==> src/hdl/ys2c_pkg.sv <==
// Package with shared types, command codes and constants of the calendar date converter.
`timescale 1ns / 1ps
`default_nettype none

package ys2c_pkg;

   typedef struct packed {
      logic [15:0] base_year;
      logic [31:0] year_seconds;
      logic [15:0] millis;
   } req_type;

   typedef struct packed {
      logic [16:0] cal_year;
      logic [3:0]  cal_month;
      logic [4:0]  cal_day;
      logic [4:0]  cal_hour;
      logic [5:0]  cal_minute;
      logic [5:0]  cal_second;
      logic [2:0]  week_day;
   } rsp_type;

   localparam int OP_WIDTH = 5;

   localparam logic [OP_WIDTH-1:0] OP_HOLD  = 5'd0;
   localparam logic [OP_WIDTH-1:0] OP_LOAD  = 5'd1;
   localparam logic [OP_WIDTH-1:0] OP_PREP  = 5'd2;
   localparam logic [OP_WIDTH-1:0] OP_FIX   = 5'd3;
   localparam logic [OP_WIDTH-1:0] OP_YEAR  = 5'd4;
   localparam logic [OP_WIDTH-1:0] OP_MONTH = 5'd5;
   localparam logic [OP_WIDTH-1:0] OP_MSUB  = 5'd6;
   localparam logic [OP_WIDTH-1:0] OP_DDIV  = 5'd7;
   localparam logic [OP_WIDTH-1:0] OP_DREM  = 5'd8;
   localparam logic [OP_WIDTH-1:0] OP_HDIV  = 5'd9;
   localparam logic [OP_WIDTH-1:0] OP_HREM  = 5'd10;
   localparam logic [OP_WIDTH-1:0] OP_MDIV  = 5'd11;
   localparam logic [OP_WIDTH-1:0] OP_MREM  = 5'd12;
   localparam logic [OP_WIDTH-1:0] OP_WDIV  = 5'd13;
   localparam logic [OP_WIDTH-1:0] OP_WSUM  = 5'd14;
   localparam logic [OP_WIDTH-1:0] OP_WQ    = 5'd15;
   localparam logic [OP_WIDTH-1:0] OP_WREM  = 5'd16;
   localparam logic [OP_WIDTH-1:0] OP_ZERO  = 5'd17;

   typedef struct packed {
      logic [OP_WIDTH-1:0] op;
   } cmd_type;

   typedef struct packed {
      logic base_zero;
      logic year_end;
      logic month_end;
   } status_type;

   localparam logic [31:0] DAY_SECS       = 32'd86400;
   localparam logic [31:0] YEAR_SECS      = 32'd31536000;
   localparam logic [31:0] LEAP_YEAR_SECS = 32'd31622400;

   // Reciprocals for division by constants, each with its right shift.
   localparam int unsigned MS_RECIP   = 67109;   // x / 1000, shift 26
   localparam int unsigned Y400_RECIP = 83887;   // x / 400, shift 25
   localparam int unsigned DAY_RECIP  = 49711;   // (x >> 7) / 675, shift 25
   localparam int unsigned HOUR_RECIP = 9321;    // (x >> 4) / 225, shift 21
   localparam int unsigned MIN_RECIP  = 1093;    // (x >> 2) / 15, shift 14
   localparam int unsigned C100_RECIP = 20972;   // (x >> 2) / 25, shift 19
   localparam int unsigned WEEK_RECIP = 149797;  // x / 7, shift 20

   // Start of month (index 0 is January) in seconds, with the leap day from March on.
   function automatic logic [31:0] month_offset(input logic [3:0] idx, input logic lp);
      logic [31:0] base;
      logic [31:0] extra;
      unique case (idx)
         4'd0:    base = 32'd0;
         4'd1:    base = 32'd2678400;
         4'd2:    base = 32'd5097600;
         4'd3:    base = 32'd7776000;
         4'd4:    base = 32'd10368000;
         4'd5:    base = 32'd13046400;
         4'd6:    base = 32'd15638400;
         4'd7:    base = 32'd18316800;
         4'd8:    base = 32'd20995200;
         4'd9:    base = 32'd23587200;
         4'd10:   base = 32'd26265600;
         4'd11:   base = 32'd28857600;
         default: base = 32'd0;
      endcase
      extra = (lp && (idx >= 4'd2)) ? DAY_SECS : 32'd0;
      return base + extra;
   endfunction

   // Integer part of 3 * (m + 1) / 5 for the shifted month numbers 3 to 14.
   function automatic logic [3:0] zeller_term(input logic [3:0] m);
      logic [3:0] t;
      unique case (m)
         4'd3:    t = 4'd2;
         4'd4:    t = 4'd3;
         4'd5:    t = 4'd3;
         4'd6:    t = 4'd4;
         4'd7:    t = 4'd4;
         4'd8:    t = 4'd5;
         4'd9:    t = 4'd6;
         4'd10:   t = 4'd6;
         4'd11:   t = 4'd7;
         4'd12:   t = 4'd7;
         4'd13:   t = 4'd8;
         4'd14:   t = 4'd9;
         default: t = 4'd0;
      endcase
      return t;
   endfunction

endpackage

`default_nettype wire

==> src/hdl/ys2c_if.sv <==
// Valid/ready channel interfaces for requests and responses of the date converter.
`timescale 1ns / 1ps
`default_nettype none

interface ys2c_req_if;
   logic             valid;
   logic             ready;
   ys2c_pkg::req_type payload;

   modport source (output valid, output payload, input ready);
   modport sink (input valid, input payload, output ready);
endinterface

interface ys2c_rsp_if;
   logic             valid;
   logic             ready;
   ys2c_pkg::rsp_type payload;

   modport source (output valid, output payload, input ready);
   modport sink (input valid, input payload, output ready);
endinterface

`default_nettype wire

==> src/hdl/ys2c_ctrl.sv <==
// Controller state machine that sequences the conversion steps and owns the handshakes.
`timescale 1ns / 1ps
`default_nettype none

module ys2c_ctrl (
   input  logic                clock,
   input  logic                reset,
   input  logic                req_valid,
   output logic                req_ready,
   output logic                rsp_valid,
   input  logic                rsp_ready,
   input  ys2c_pkg::status_type status,
   output ys2c_pkg::cmd_type   cmd
);
   import ys2c_pkg::*;

   localparam logic [4:0] S_IDLE  = 5'd0;
   localparam logic [4:0] S_PREP  = 5'd1;
   localparam logic [4:0] S_FIX   = 5'd2;
   localparam logic [4:0] S_YEAR  = 5'd3;
   localparam logic [4:0] S_MONTH = 5'd4;
   localparam logic [4:0] S_MSUB  = 5'd5;
   localparam logic [4:0] S_DDIV  = 5'd6;
   localparam logic [4:0] S_DREM  = 5'd7;
   localparam logic [4:0] S_HDIV  = 5'd8;
   localparam logic [4:0] S_HREM  = 5'd9;
   localparam logic [4:0] S_MDIV  = 5'd10;
   localparam logic [4:0] S_MREM  = 5'd11;
   localparam logic [4:0] S_WDIV  = 5'd12;
   localparam logic [4:0] S_WSUM  = 5'd13;
   localparam logic [4:0] S_WQ    = 5'd14;
   localparam logic [4:0] S_WREM  = 5'd15;
   localparam logic [4:0] S_ZERO  = 5'd16;

   logic [4:0] state_ff;
   logic [4:0] state_in;
   logic       out_valid_ff;
   logic       out_valid_in;
   logic       out_free;
   logic       publish;

   assign out_free  = !out_valid_ff || rsp_ready;
   assign req_ready = (state_ff == S_IDLE);
   assign rsp_valid = out_valid_ff;

   always_comb begin
      state_in = state_ff;
      cmd.op   = OP_HOLD;
      publish  = 1'b0;
      unique case (state_ff)
         S_IDLE: begin
            if (req_valid) begin
               cmd.op   = OP_LOAD;
               state_in = S_PREP;
            end
         end
         S_PREP: begin
            cmd.op   = OP_PREP;
            state_in = status.base_zero ? S_ZERO : S_FIX;
         end
         S_FIX: begin
            cmd.op   = OP_FIX;
            state_in = S_YEAR;
         end
         S_YEAR: begin
            cmd.op = OP_YEAR;
            if (status.year_end) begin
               state_in = S_MONTH;
            end
         end
         S_MONTH: begin
            cmd.op = OP_MONTH;
            if (status.month_end) begin
               state_in = S_MSUB;
            end
         end
         S_MSUB: begin
            cmd.op   = OP_MSUB;
            state_in = S_DDIV;
         end
         S_DDIV: begin
            cmd.op   = OP_DDIV;
            state_in = S_DREM;
         end
         S_DREM: begin
            cmd.op   = OP_DREM;
            state_in = S_HDIV;
         end
         S_HDIV: begin
            cmd.op   = OP_HDIV;
            state_in = S_HREM;
         end
         S_HREM: begin
            cmd.op   = OP_HREM;
            state_in = S_MDIV;
         end
         S_MDIV: begin
            cmd.op   = OP_MDIV;
            state_in = S_MREM;
         end
         S_MREM: begin
            cmd.op   = OP_MREM;
            state_in = S_WDIV;
         end
         S_WDIV: begin
            cmd.op   = OP_WDIV;
            state_in = S_WSUM;
         end
         S_WSUM: begin
            cmd.op   = OP_WSUM;
            state_in = S_WQ;
         end
         S_WQ: begin
            cmd.op   = OP_WQ;
            state_in = S_WREM;
         end
         S_WREM: begin
            if (out_free) begin
               cmd.op   = OP_WREM;
               publish  = 1'b1;
               state_in = S_IDLE;
            end
         end
         S_ZERO: begin
            if (out_free) begin
               cmd.op   = OP_ZERO;
               publish  = 1'b1;
               state_in = S_IDLE;
            end
         end
         default: begin
            state_in = S_IDLE;
         end
      endcase
   end

   assign out_valid_in = publish || (out_valid_ff && !rsp_ready);

   always_ff @(posedge clock) begin
      if (reset) begin
         state_ff     <= S_IDLE;
         out_valid_ff <= 1'b0;
      end else begin
         state_ff     <= state_in;
         out_valid_ff <= out_valid_in;
      end
   end

endmodule

`default_nettype wire

==> src/hdl/ys2c_dpath.sv <==
// Datapath with the year walk, month search, constant divisions and weekday arithmetic.
`timescale 1ns / 1ps
`default_nettype none

module ys2c_dpath (
   input  logic                 clock,
   input  ys2c_pkg::cmd_type    cmd,
   input  ys2c_pkg::req_type    req_data,
   output ys2c_pkg::status_type status,
   output ys2c_pkg::rsp_type    rsp_data
);
   import ys2c_pkg::*;

   logic [16:0] year_ff,   year_in;
   logic [31:0] secs_ff,   secs_in;
   logic [15:0] ms_ff,     ms_in;
   logic [8:0]  y400_ff,   y400_in;
   logic [6:0]  msq_ff,    msq_in;
   logic [7:0]  yq_ff,     yq_in;
   logic [3:0]  month_ff,  month_in;
   logic [4:0]  day_ff,    day_in;
   logic [4:0]  hour_ff,   hour_in;
   logic [5:0]  minute_ff, minute_in;
   logic [13:0] quot_ff,   quot_in;
   logic [16:0] wsum_ff,   wsum_in;
   rsp_type     rsp_ff,    rsp_in;

   logic [8:0]  leap_mod;
   logic        leap;
   logic [31:0] span;
   logic [31:0] month_start;
   logic [3:0]  month_prev;
   logic [32:0] ms_prod;
   logic [32:0] yq_prod;
   logic [16:0] y400_full;
   logic [30:0] day_prod;
   logic [26:0] hour_prod;
   logic [20:0] min_prod;
   logic [29:0] c100_prod;
   logic [34:0] week_prod;
   logic        early_month;
   logic [16:0] wy;
   logic [3:0]  wm;
   logic [16:0] wsum_calc;
   logic [16:0] wrem_full;
   logic [2:0]  wrem;

   // Year modulo 400 is tracked, with years below 100 read as 19xx for the leap test.
   assign leap_mod = (year_ff < 17'd100) ? (y400_ff + 9'd300) : y400_ff;
   assign leap     = (leap_mod == 9'd0) ||
                     ((leap_mod[1:0] == 2'd0) && (leap_mod != 9'd100) &&
                      (leap_mod != 9'd200) && (leap_mod != 9'd300));
   assign span     = leap ? LEAP_YEAR_SECS : YEAR_SECS;

   assign month_start = month_offset(month_ff, leap);
   assign month_prev  = month_ff - 4'd1;

   assign ms_prod   = {17'd0, ms_ff} * 33'(MS_RECIP);
   assign yq_prod   = {17'd0, year_ff[15:0]} * 33'(Y400_RECIP);
   assign y400_full = {1'b0, year_ff[15:0]} - ({9'd0, yq_ff} * 17'd400);
   assign day_prod  = {16'd0, secs_ff[21:7]} * 31'(DAY_RECIP);
   assign hour_prod = {14'd0, secs_ff[16:4]} * 27'(HOUR_RECIP);
   assign min_prod  = {11'd0, secs_ff[11:2]} * 21'(MIN_RECIP);

   assign early_month = (month_ff <= 4'd2);
   assign wy          = early_month ? (year_ff - 17'd1) : year_ff;
   assign wm          = early_month ? (month_ff + 4'd12) : month_ff;
   assign c100_prod   = {15'd0, wy[16:2]} * 30'(C100_RECIP);
   assign week_prod   = {18'd0, wsum_ff} * 35'(WEEK_RECIP);

   assign wsum_calc = {12'd0, day_ff} + {12'd0, wm, 1'b0} + {13'd0, zeller_term(wm)} +
                      wy + {2'd0, wy[16:2]} + {7'd0, quot_ff[11:2]} + 17'd1 -
                      {5'd0, quot_ff[11:0]};
   assign wrem_full = wsum_ff - ({3'd0, quot_ff} * 17'd7);
   assign wrem      = wrem_full[2:0];

   assign status.base_zero = (year_ff == 17'd0);
   assign status.year_end  = (secs_ff < span);
   assign status.month_end = (month_ff == 4'd12) || (secs_ff < month_start);

   always_comb begin
      year_in   = year_ff;
      secs_in   = secs_ff;
      ms_in     = ms_ff;
      y400_in   = y400_ff;
      msq_in    = msq_ff;
      yq_in     = yq_ff;
      month_in  = month_ff;
      day_in    = day_ff;
      hour_in   = hour_ff;
      minute_in = minute_ff;
      quot_in   = quot_ff;
      wsum_in   = wsum_ff;
      rsp_in    = rsp_ff;
      unique case (cmd.op)
         OP_LOAD: begin
            year_in = {1'b0, req_data.base_year};
            secs_in = req_data.year_seconds;
            ms_in   = req_data.millis;
         end
         OP_PREP: begin
            msq_in = ms_prod[32:26];
            yq_in  = yq_prod[32:25];
         end
         OP_FIX: begin
            secs_in = secs_ff + {25'd0, msq_ff};
            y400_in = y400_full[8:0];
         end
         OP_YEAR: begin
            month_in = 4'd1;
            if (!status.year_end) begin
               secs_in = secs_ff - span;
               year_in = year_ff + 17'd1;
               y400_in = (y400_ff == 9'd399) ? 9'd0 : (y400_ff + 9'd1);
            end
         end
         OP_MONTH: begin
            if (!status.month_end) begin
               month_in = month_ff + 4'd1;
            end
         end
         OP_MSUB: begin
            secs_in = secs_ff - month_offset(month_prev, leap);
         end
         OP_DDIV: begin
            quot_in = {9'd0, day_prod[29:25]};
         end
         OP_DREM: begin
            day_in  = quot_ff[4:0] + 5'd1;
            secs_in = secs_ff - ({27'd0, quot_ff[4:0]} * DAY_SECS);
         end
         OP_HDIV: begin
            quot_in = {9'd0, hour_prod[25:21]};
         end
         OP_HREM: begin
            hour_in = quot_ff[4:0];
            secs_in = secs_ff - ({27'd0, quot_ff[4:0]} * 32'd3600);
         end
         OP_MDIV: begin
            quot_in = {8'd0, min_prod[19:14]};
         end
         OP_MREM: begin
            minute_in = quot_ff[5:0];
            secs_in   = secs_ff - ({26'd0, quot_ff[5:0]} * 32'd60);
         end
         OP_WDIV: begin
            quot_in = {4'd0, c100_prod[28:19]};
         end
         OP_WSUM: begin
            wsum_in = wsum_calc;
         end
         OP_WQ: begin
            quot_in = week_prod[33:20];
         end
         OP_WREM: begin
            rsp_in.cal_year   = year_ff;
            rsp_in.cal_month  = month_ff;
            rsp_in.cal_day    = day_ff;
            rsp_in.cal_hour   = hour_ff;
            rsp_in.cal_minute = minute_ff;
            rsp_in.cal_second = secs_ff[5:0];
            rsp_in.week_day   = (wrem == 3'd0) ? 3'd7 : wrem;
         end
         OP_ZERO: begin
            rsp_in = '0;
         end
         default: begin
         end
      endcase
   end

   always_ff @(posedge clock) begin
      year_ff   <= year_in;
      secs_ff   <= secs_in;
      ms_ff     <= ms_in;
      y400_ff   <= y400_in;
      msq_ff    <= msq_in;
      yq_ff     <= yq_in;
      month_ff  <= month_in;
      day_ff    <= day_in;
      hour_ff   <= hour_in;
      minute_ff <= minute_in;
      quot_ff   <= quot_in;
      wsum_ff   <= wsum_in;
      rsp_ff    <= rsp_in;
   end

   assign rsp_data = rsp_ff;

endmodule

`default_nettype wire

==> src/hdl/year_seconds_to_calendar_date.sv <==
// Top level of the seconds to Gregorian calendar date converter.
//
// Channel   Direction  Contents
// req_ch    in         base_year, year_seconds, millis
// rsp_ch    out        cal_year, cal_month, cal_day, cal_hour, cal_minute, cal_second, week_day
//
// One transaction is converted at a time. The datapath walks the years serially and then
// tests the months one at a time, before the day, hour, minute and weekday steps. A stamp
// with base year 0 skips these steps and gives an all-zero response. The next request can
// be accepted in the same cycle as the response turns valid.
// Reset is synchronous and clears the controller and the response valid flag.
// A new request is taken while a finished response still waits; the last step stalls
// only until the response register is free.
`timescale 1ns / 1ps
`default_nettype none

module year_seconds_to_calendar_date (
   input  logic          clock,
   input  logic          reset,
   ys2c_req_if.sink      req_ch,
   ys2c_rsp_if.source    rsp_ch
);
   import ys2c_pkg::*;

   cmd_type    cmd;
   status_type status;

   ys2c_ctrl u_ctrl (
      .clock     (clock),
      .reset     (reset),
      .req_valid (req_ch.valid),
      .req_ready (req_ch.ready),
      .rsp_valid (rsp_ch.valid),
      .rsp_ready (rsp_ch.ready),
      .status    (status),
      .cmd       (cmd)
   );

   ys2c_dpath u_dpath (
      .clock    (clock),
      .cmd      (cmd),
      .req_data (req_ch.payload),
      .status   (status),
      .rsp_data (rsp_ch.payload)
   );

endmodule

`default_nettype wire
==> src/flat_wrapper.sv <==
// flat-port wrapper written by rule: the top's interface ports become plain ports
module year_seconds_to_calendar_date_flat import ys2c_pkg::*;
  (clock, reset, req_ch_valid, req_ch_payload, req_ch_ready, rsp_ch_valid, rsp_ch_payload, rsp_ch_ready);
  ys2c_req_if req_ch_i ();
  ys2c_rsp_if rsp_ch_i ();
  input  logic clock;
  input  logic reset;
  input wire logic [$bits(req_ch_i.valid)-1:0] req_ch_valid;
  input wire logic [$bits(req_ch_i.payload)-1:0] req_ch_payload;
  output wire logic [$bits(req_ch_i.ready)-1:0] req_ch_ready;
  output wire logic [$bits(rsp_ch_i.valid)-1:0] rsp_ch_valid;
  output wire logic [$bits(rsp_ch_i.payload)-1:0] rsp_ch_payload;
  input wire logic [$bits(rsp_ch_i.ready)-1:0] rsp_ch_ready;
  assign req_ch_i.valid = req_ch_valid;
  assign req_ch_i.payload = req_ch_payload;
  assign req_ch_ready = req_ch_i.ready;
  assign rsp_ch_valid = rsp_ch_i.valid;
  assign rsp_ch_payload = rsp_ch_i.payload;
  assign rsp_ch_i.ready = rsp_ch_ready;
  year_seconds_to_calendar_date u_core (.clock(clock), .reset(reset), .req_ch(req_ch_i), .rsp_ch(rsp_ch_i));
endmodule
==> config.mk <==
export PLATFORM = sky130hd
export DESIGN_NAME = year_seconds_to_calendar_date_flat
export DESIGN_NICKNAME = d
export VERILOG_FILES = /design/src/hdl/ys2c_pkg.sv /design/src/hdl/ys2c_if.sv /design/src/hdl/ys2c_ctrl.sv /design/src/hdl/ys2c_dpath.sv /design/src/hdl/year_seconds_to_calendar_date.sv /design/src/flat_wrapper.sv
export SDC_FILE = /design/constraint.sdc
export NUM_CORES = 2
export LEC_CHECK = 0
export ABC_AREA = 1
export BUFFER_PORTS_ARGS = -buffer_cell sky130_fd_sc_hd__buf_2
export CAP_MARGIN = 20
export CORE_UTILIZATION = 40
export DETAILED_ROUTE_END_ITERATION = 12
export GPL_TIMING_DRIVEN = 0
export PLACE_DENSITY = 0.56
export SYNTH_ARGS = -nofsm -noshare
export SYNTH_HDL_FRONTEND = slang
export SYNTH_SLANG_ARGS = --single-unit
export TNS_END_PERCENT = 10
==> constraint.sdc <==
create_clock -name clock -period 8.35 [get_ports clock]
set_input_delay 0.835 -clock clock [delete_from_list [all_inputs] [get_ports clock]]
set_output_delay 0.835 -clock clock [all_outputs]
set_load 0.02 [all_outputs]
==> metrics.yaml <==
status: "complete, no violations"
synth_simple_gate_area_share: 0.2023
cp-end-kind: "register"
wl_per_cell_um: 19.68
drtPass1Iterations: 7
setup.worst_path.start: "u_core.u_dpath.month_ff[0]"
ys.flop_type: "edfxtp_1"
critPathMaxStageDelay_ps: 560
r2r_end: "u_core.u_dpath.wsum_ff[14]"
die_area_um2: 113700
vias_per_cell: 5.256
cts_buffer_depth: 3
nets: 7326
drt_iter0_markers: 2846
cp.depth: 25
boundaryPins: 116
crit_end: "u_core.u_dpath.wsum_ff[14]"
crit_path_start_kind: "register"
max_slew_margin: 0.1646
grt_usage: 0.2584
synth_adder_area_share: 0.4505
start_util: 0.4049
register_area_um2: 5916
port_buffers: 115
yosysUniqueCellTypes: 67
fp.dieW_um: 337.1
placed_cell_area_um2: 47770
antenna_cells: 0
synth_compound_area_frac: 0.08995
drc: 0
arrival_ps: 8170
maxCapViolations: 0
die_h_um: 337.1
synth-async-reset-ratio: 0
regToRegSetupSlack_ps: 540
clock.fmax_mhz: 128.0
worst_slew_pin_slew_ps: 1253
synth_mux_area_frac: 0
grt_first_pass_wirelength_um: 223700
clk_latency_ps: 620
setup_viol: 0
numCtsBuffers: 28
crit_path_frequent_cell: "fa_1"
post-route-period-util: 0.9358
worst-path-buf-inv: 7
maxSlewViolCount: 0
synth_nets: 7158
grt_pass1_vias: 38480
critPathTopFamily: "adder cells"
reg2reg_from: "u_core.u_dpath.month_ff[0]"
stdcell_count: 7393
place.gp.congestion: 0.9870
syn_inst: 5716
path_class: "register to register"
ys_seq_area_frac: 0.1317
ant_nets: 0
final_util: 0.4400
period_needed_ps: 7814
synth-edff-count: 181
rsz0062_at_grt: "yes"
grt-ovfl-total: 0
final_area_um2: 48820
htreeDepth: 1
hold_buffers: 0
cts_tree: "done"
critPathMaxFanout: 10
rows: 122
synth-seq-cells: 205
drive_gt1_frac: 0.05080
multi_input_area_um2: 34680
dp_hpwl_um: 124700
critPathRequiredTime_ps: 8710
avgSynthCellArea_um2: 7.860
dp.cells: 7339
slowest_stage: "fa_1"
min_path_type: "input port to register"
fill_cells: 11310
area_growth_pct: 8.669
grt_max_degree: 25
num_vias: 38860
cts.reportedPaths.clkPinSlew_ps: 60
cts-root-buf: "clkbuf_16"
synth_warnings: 0
worstRegToRegCells: 25
drt_wl_total_um: 145500
grt_antenna_before_repair: 11
fin_setup_tns_ps: 0
clkSinkCount: 205
core-area_um2: 111000
synthXorXnorAreaFrac: 0.02788
skew_ps: 20.93
synth_top_family_by_area: "adder cells"
synth_area_um2: 44930
hold_viol: 0
## synth_stat cells, types with 3 or more instances
cell,instances,share of area
a211oi_1,9,0.0015
a21boi_0,12,0.0020
a21o_1,21,0.0035
a21oi_1,292,0.033
a311oi_1,4,0.00078
a31oi_1,16,0.0022
and2_1,3,0.00042
and3_1,3,0.00042
buf_2,12,0.0013
buf_6,3,0.00075
clkbuf_1,27,0.0023
clkinv_1,6,0.00050
dfxtp_1,24,0.011
edfxtp_1,181,0.12
fa_1,406,0.18
ha_1,968,0.27
inv_1,1088,0.091
inv_2,6,0.00050
nand2_1,1065,0.089
nand2_2,12,0.0017
nand2_4,6,0.0015
nand3_1,350,0.039
nand3b_1,23,0.0038
nand4_1,84,0.012
nor2_1,423,0.035
nor2_2,7,0.00097
nor3_1,67,0.0075
nor3b_1,4,0.00067
nor4_1,20,0.0028
o2111ai_1,3,0.00058
o211ai_1,6,0.0010
o21a_1,11,0.0018
o21ai_0,282,0.031
o21ai_1,6,0.00067
o21bai_1,21,0.0035
o221ai_1,3,0.00058
o22ai_1,9,0.0013
o31ai_1,15,0.0025
or2_2,38,0.0053
xnor2_1,47,0.0092
xor2_1,96,0.019
## repair_timing
item | in CTS | in global routing
setup buffers | 0 | 0
gates resized for setup | 0 | 5
setup endpoints to repair | 0 | 17
## layout by cell type, fill, tap and decap left out, types with 7 or more instances in the layout
master,count
inv_1,1088
nand2_1,1065
ha_1,968
nor2_1,420
fa_1,406
nand3_1,350
a21oi_1,291
o21ai_0,282
edfxtp_1,181
buf_2,127
xor2_1,94
nand4_1,84
nor3_1,65
xnor2_1,47
or2_2,38
clkbuf_1,29
clkbuf_16,28
dfxtp_1,24
nand3b_1,23
o21bai_1,21
a21o_1,21
nor4_1,19
a31oi_1,16
o31ai_1,15
a21boi_0,12
nand2_2,12
o21a_1,11
nor2_2,9
o22ai_1,9
a211oi_1,9
buf_16,9
clkinv_1,8
buf_4,7
## through the flow
step | hold WS [ps] | setup WS (ps)
2_1_floorplan | 473.3 | 1933
3_3_place_gp | 517.0 | 225.6
3_5_place_dp | 525.5 | 249.9
4_1_cts | 360.9 | 233.9
5_1_grt | 372.6 | -25.35
6_report | 395.7 | 536.1
## worst register-to-register path: cells and delay by family, from the launching register on
kind,cells,cell delay (ps)
xor gates and xnor gates,2,580
AOI/OAI and AO/OA,4,1180
DFF,1,450
and+or+nand+nor,5,660
buffers and inverters,7,1490
adders and majority gates,7,3210
## flip-flops by register name, indices dropped and copies added, names as in the netlist, named ones only
signal                    cells
u_core.u_dpath.month_ff       4
u_core.u_dpath.quot_ff       12
u_core.u_dpath.rsp_data      46
u_core.u_dpath.secs_ff       32
u_core.u_dpath.yq_ff          5
u_core.u_dpath.msq_ff         7
u_core.u_dpath.minute_ff      6
u_core.u_ctrl.rsp_valid       1
u_core.u_dpath.ms_ff         16
u_core.u_dpath.wsum_ff       17
u_core.u_ctrl.state_ff        5
u_core.u_dpath.y400_ff        9
u_core.u_dpath.hour_ff        5
u_core.u_dpath.year_ff       17
u_core.u_dpath.day_ff         5
## kinds of logic (layout without fill, tap and decap cells)
kind of cell               count (synthesis)  after routing
and+or+nand+nor                         2113           2113
adders and majority gates               1374           1374
buffers and inverters                   1151           1340
AOI/OAI and AO/OA                        730            730
DFF                                      205            205
xor gates and xnor gates                 143            143
## routing by layer
metal / global-route usage / share of wire / up-vias
met5: 0 / 0.00061 / -
met4: 0.07621 / 0.031 / 14
met3: 0.03195 / 0.061 / 215
met2: 0.4217 / 0.45 / 1069
met1: 0.3562 / 0.46 / 18490
li1: - / - / 19070
## how the worst min path moves through the flow
stage	start	end	slack (ps)	cells past startpoint
6_report	req_ch_payload[3]	u_core.u_dpath.ms_ff[3]	400	1
2_1_floorplan	u_core.u_ctrl.state_ff[3]	u_core.u_ctrl.state_ff[3]	470	2
3_3_place_gp	u_core.u_ctrl.state_ff[3]	u_core.u_ctrl.state_ff[3]	520	2
3_5_place_dp	u_core.u_ctrl.state_ff[3]	u_core.u_ctrl.state_ff[3]	530	2
4_1_cts	req_ch_payload[5]	u_core.u_dpath.ms_ff[5]	360	1
5_1_grt	req_ch_payload[5]	u_core.u_dpath.ms_ff[5]	370	1
## layout make-up
type,instances,area share
timing repair buffer,138,0.02027
sequential,205,0.1212
clock inverter,21,0.005587
buffer,48,0.004920
tap,1488,0.03813
clock buffer,30,0.01450
multi-input combinational,4360,0.7104
inverter,1103,0.08505
Power is left out: the tool's default activity adds up to more than one toggle a clock period on the data nets, which glitch-free logic cannot reach.
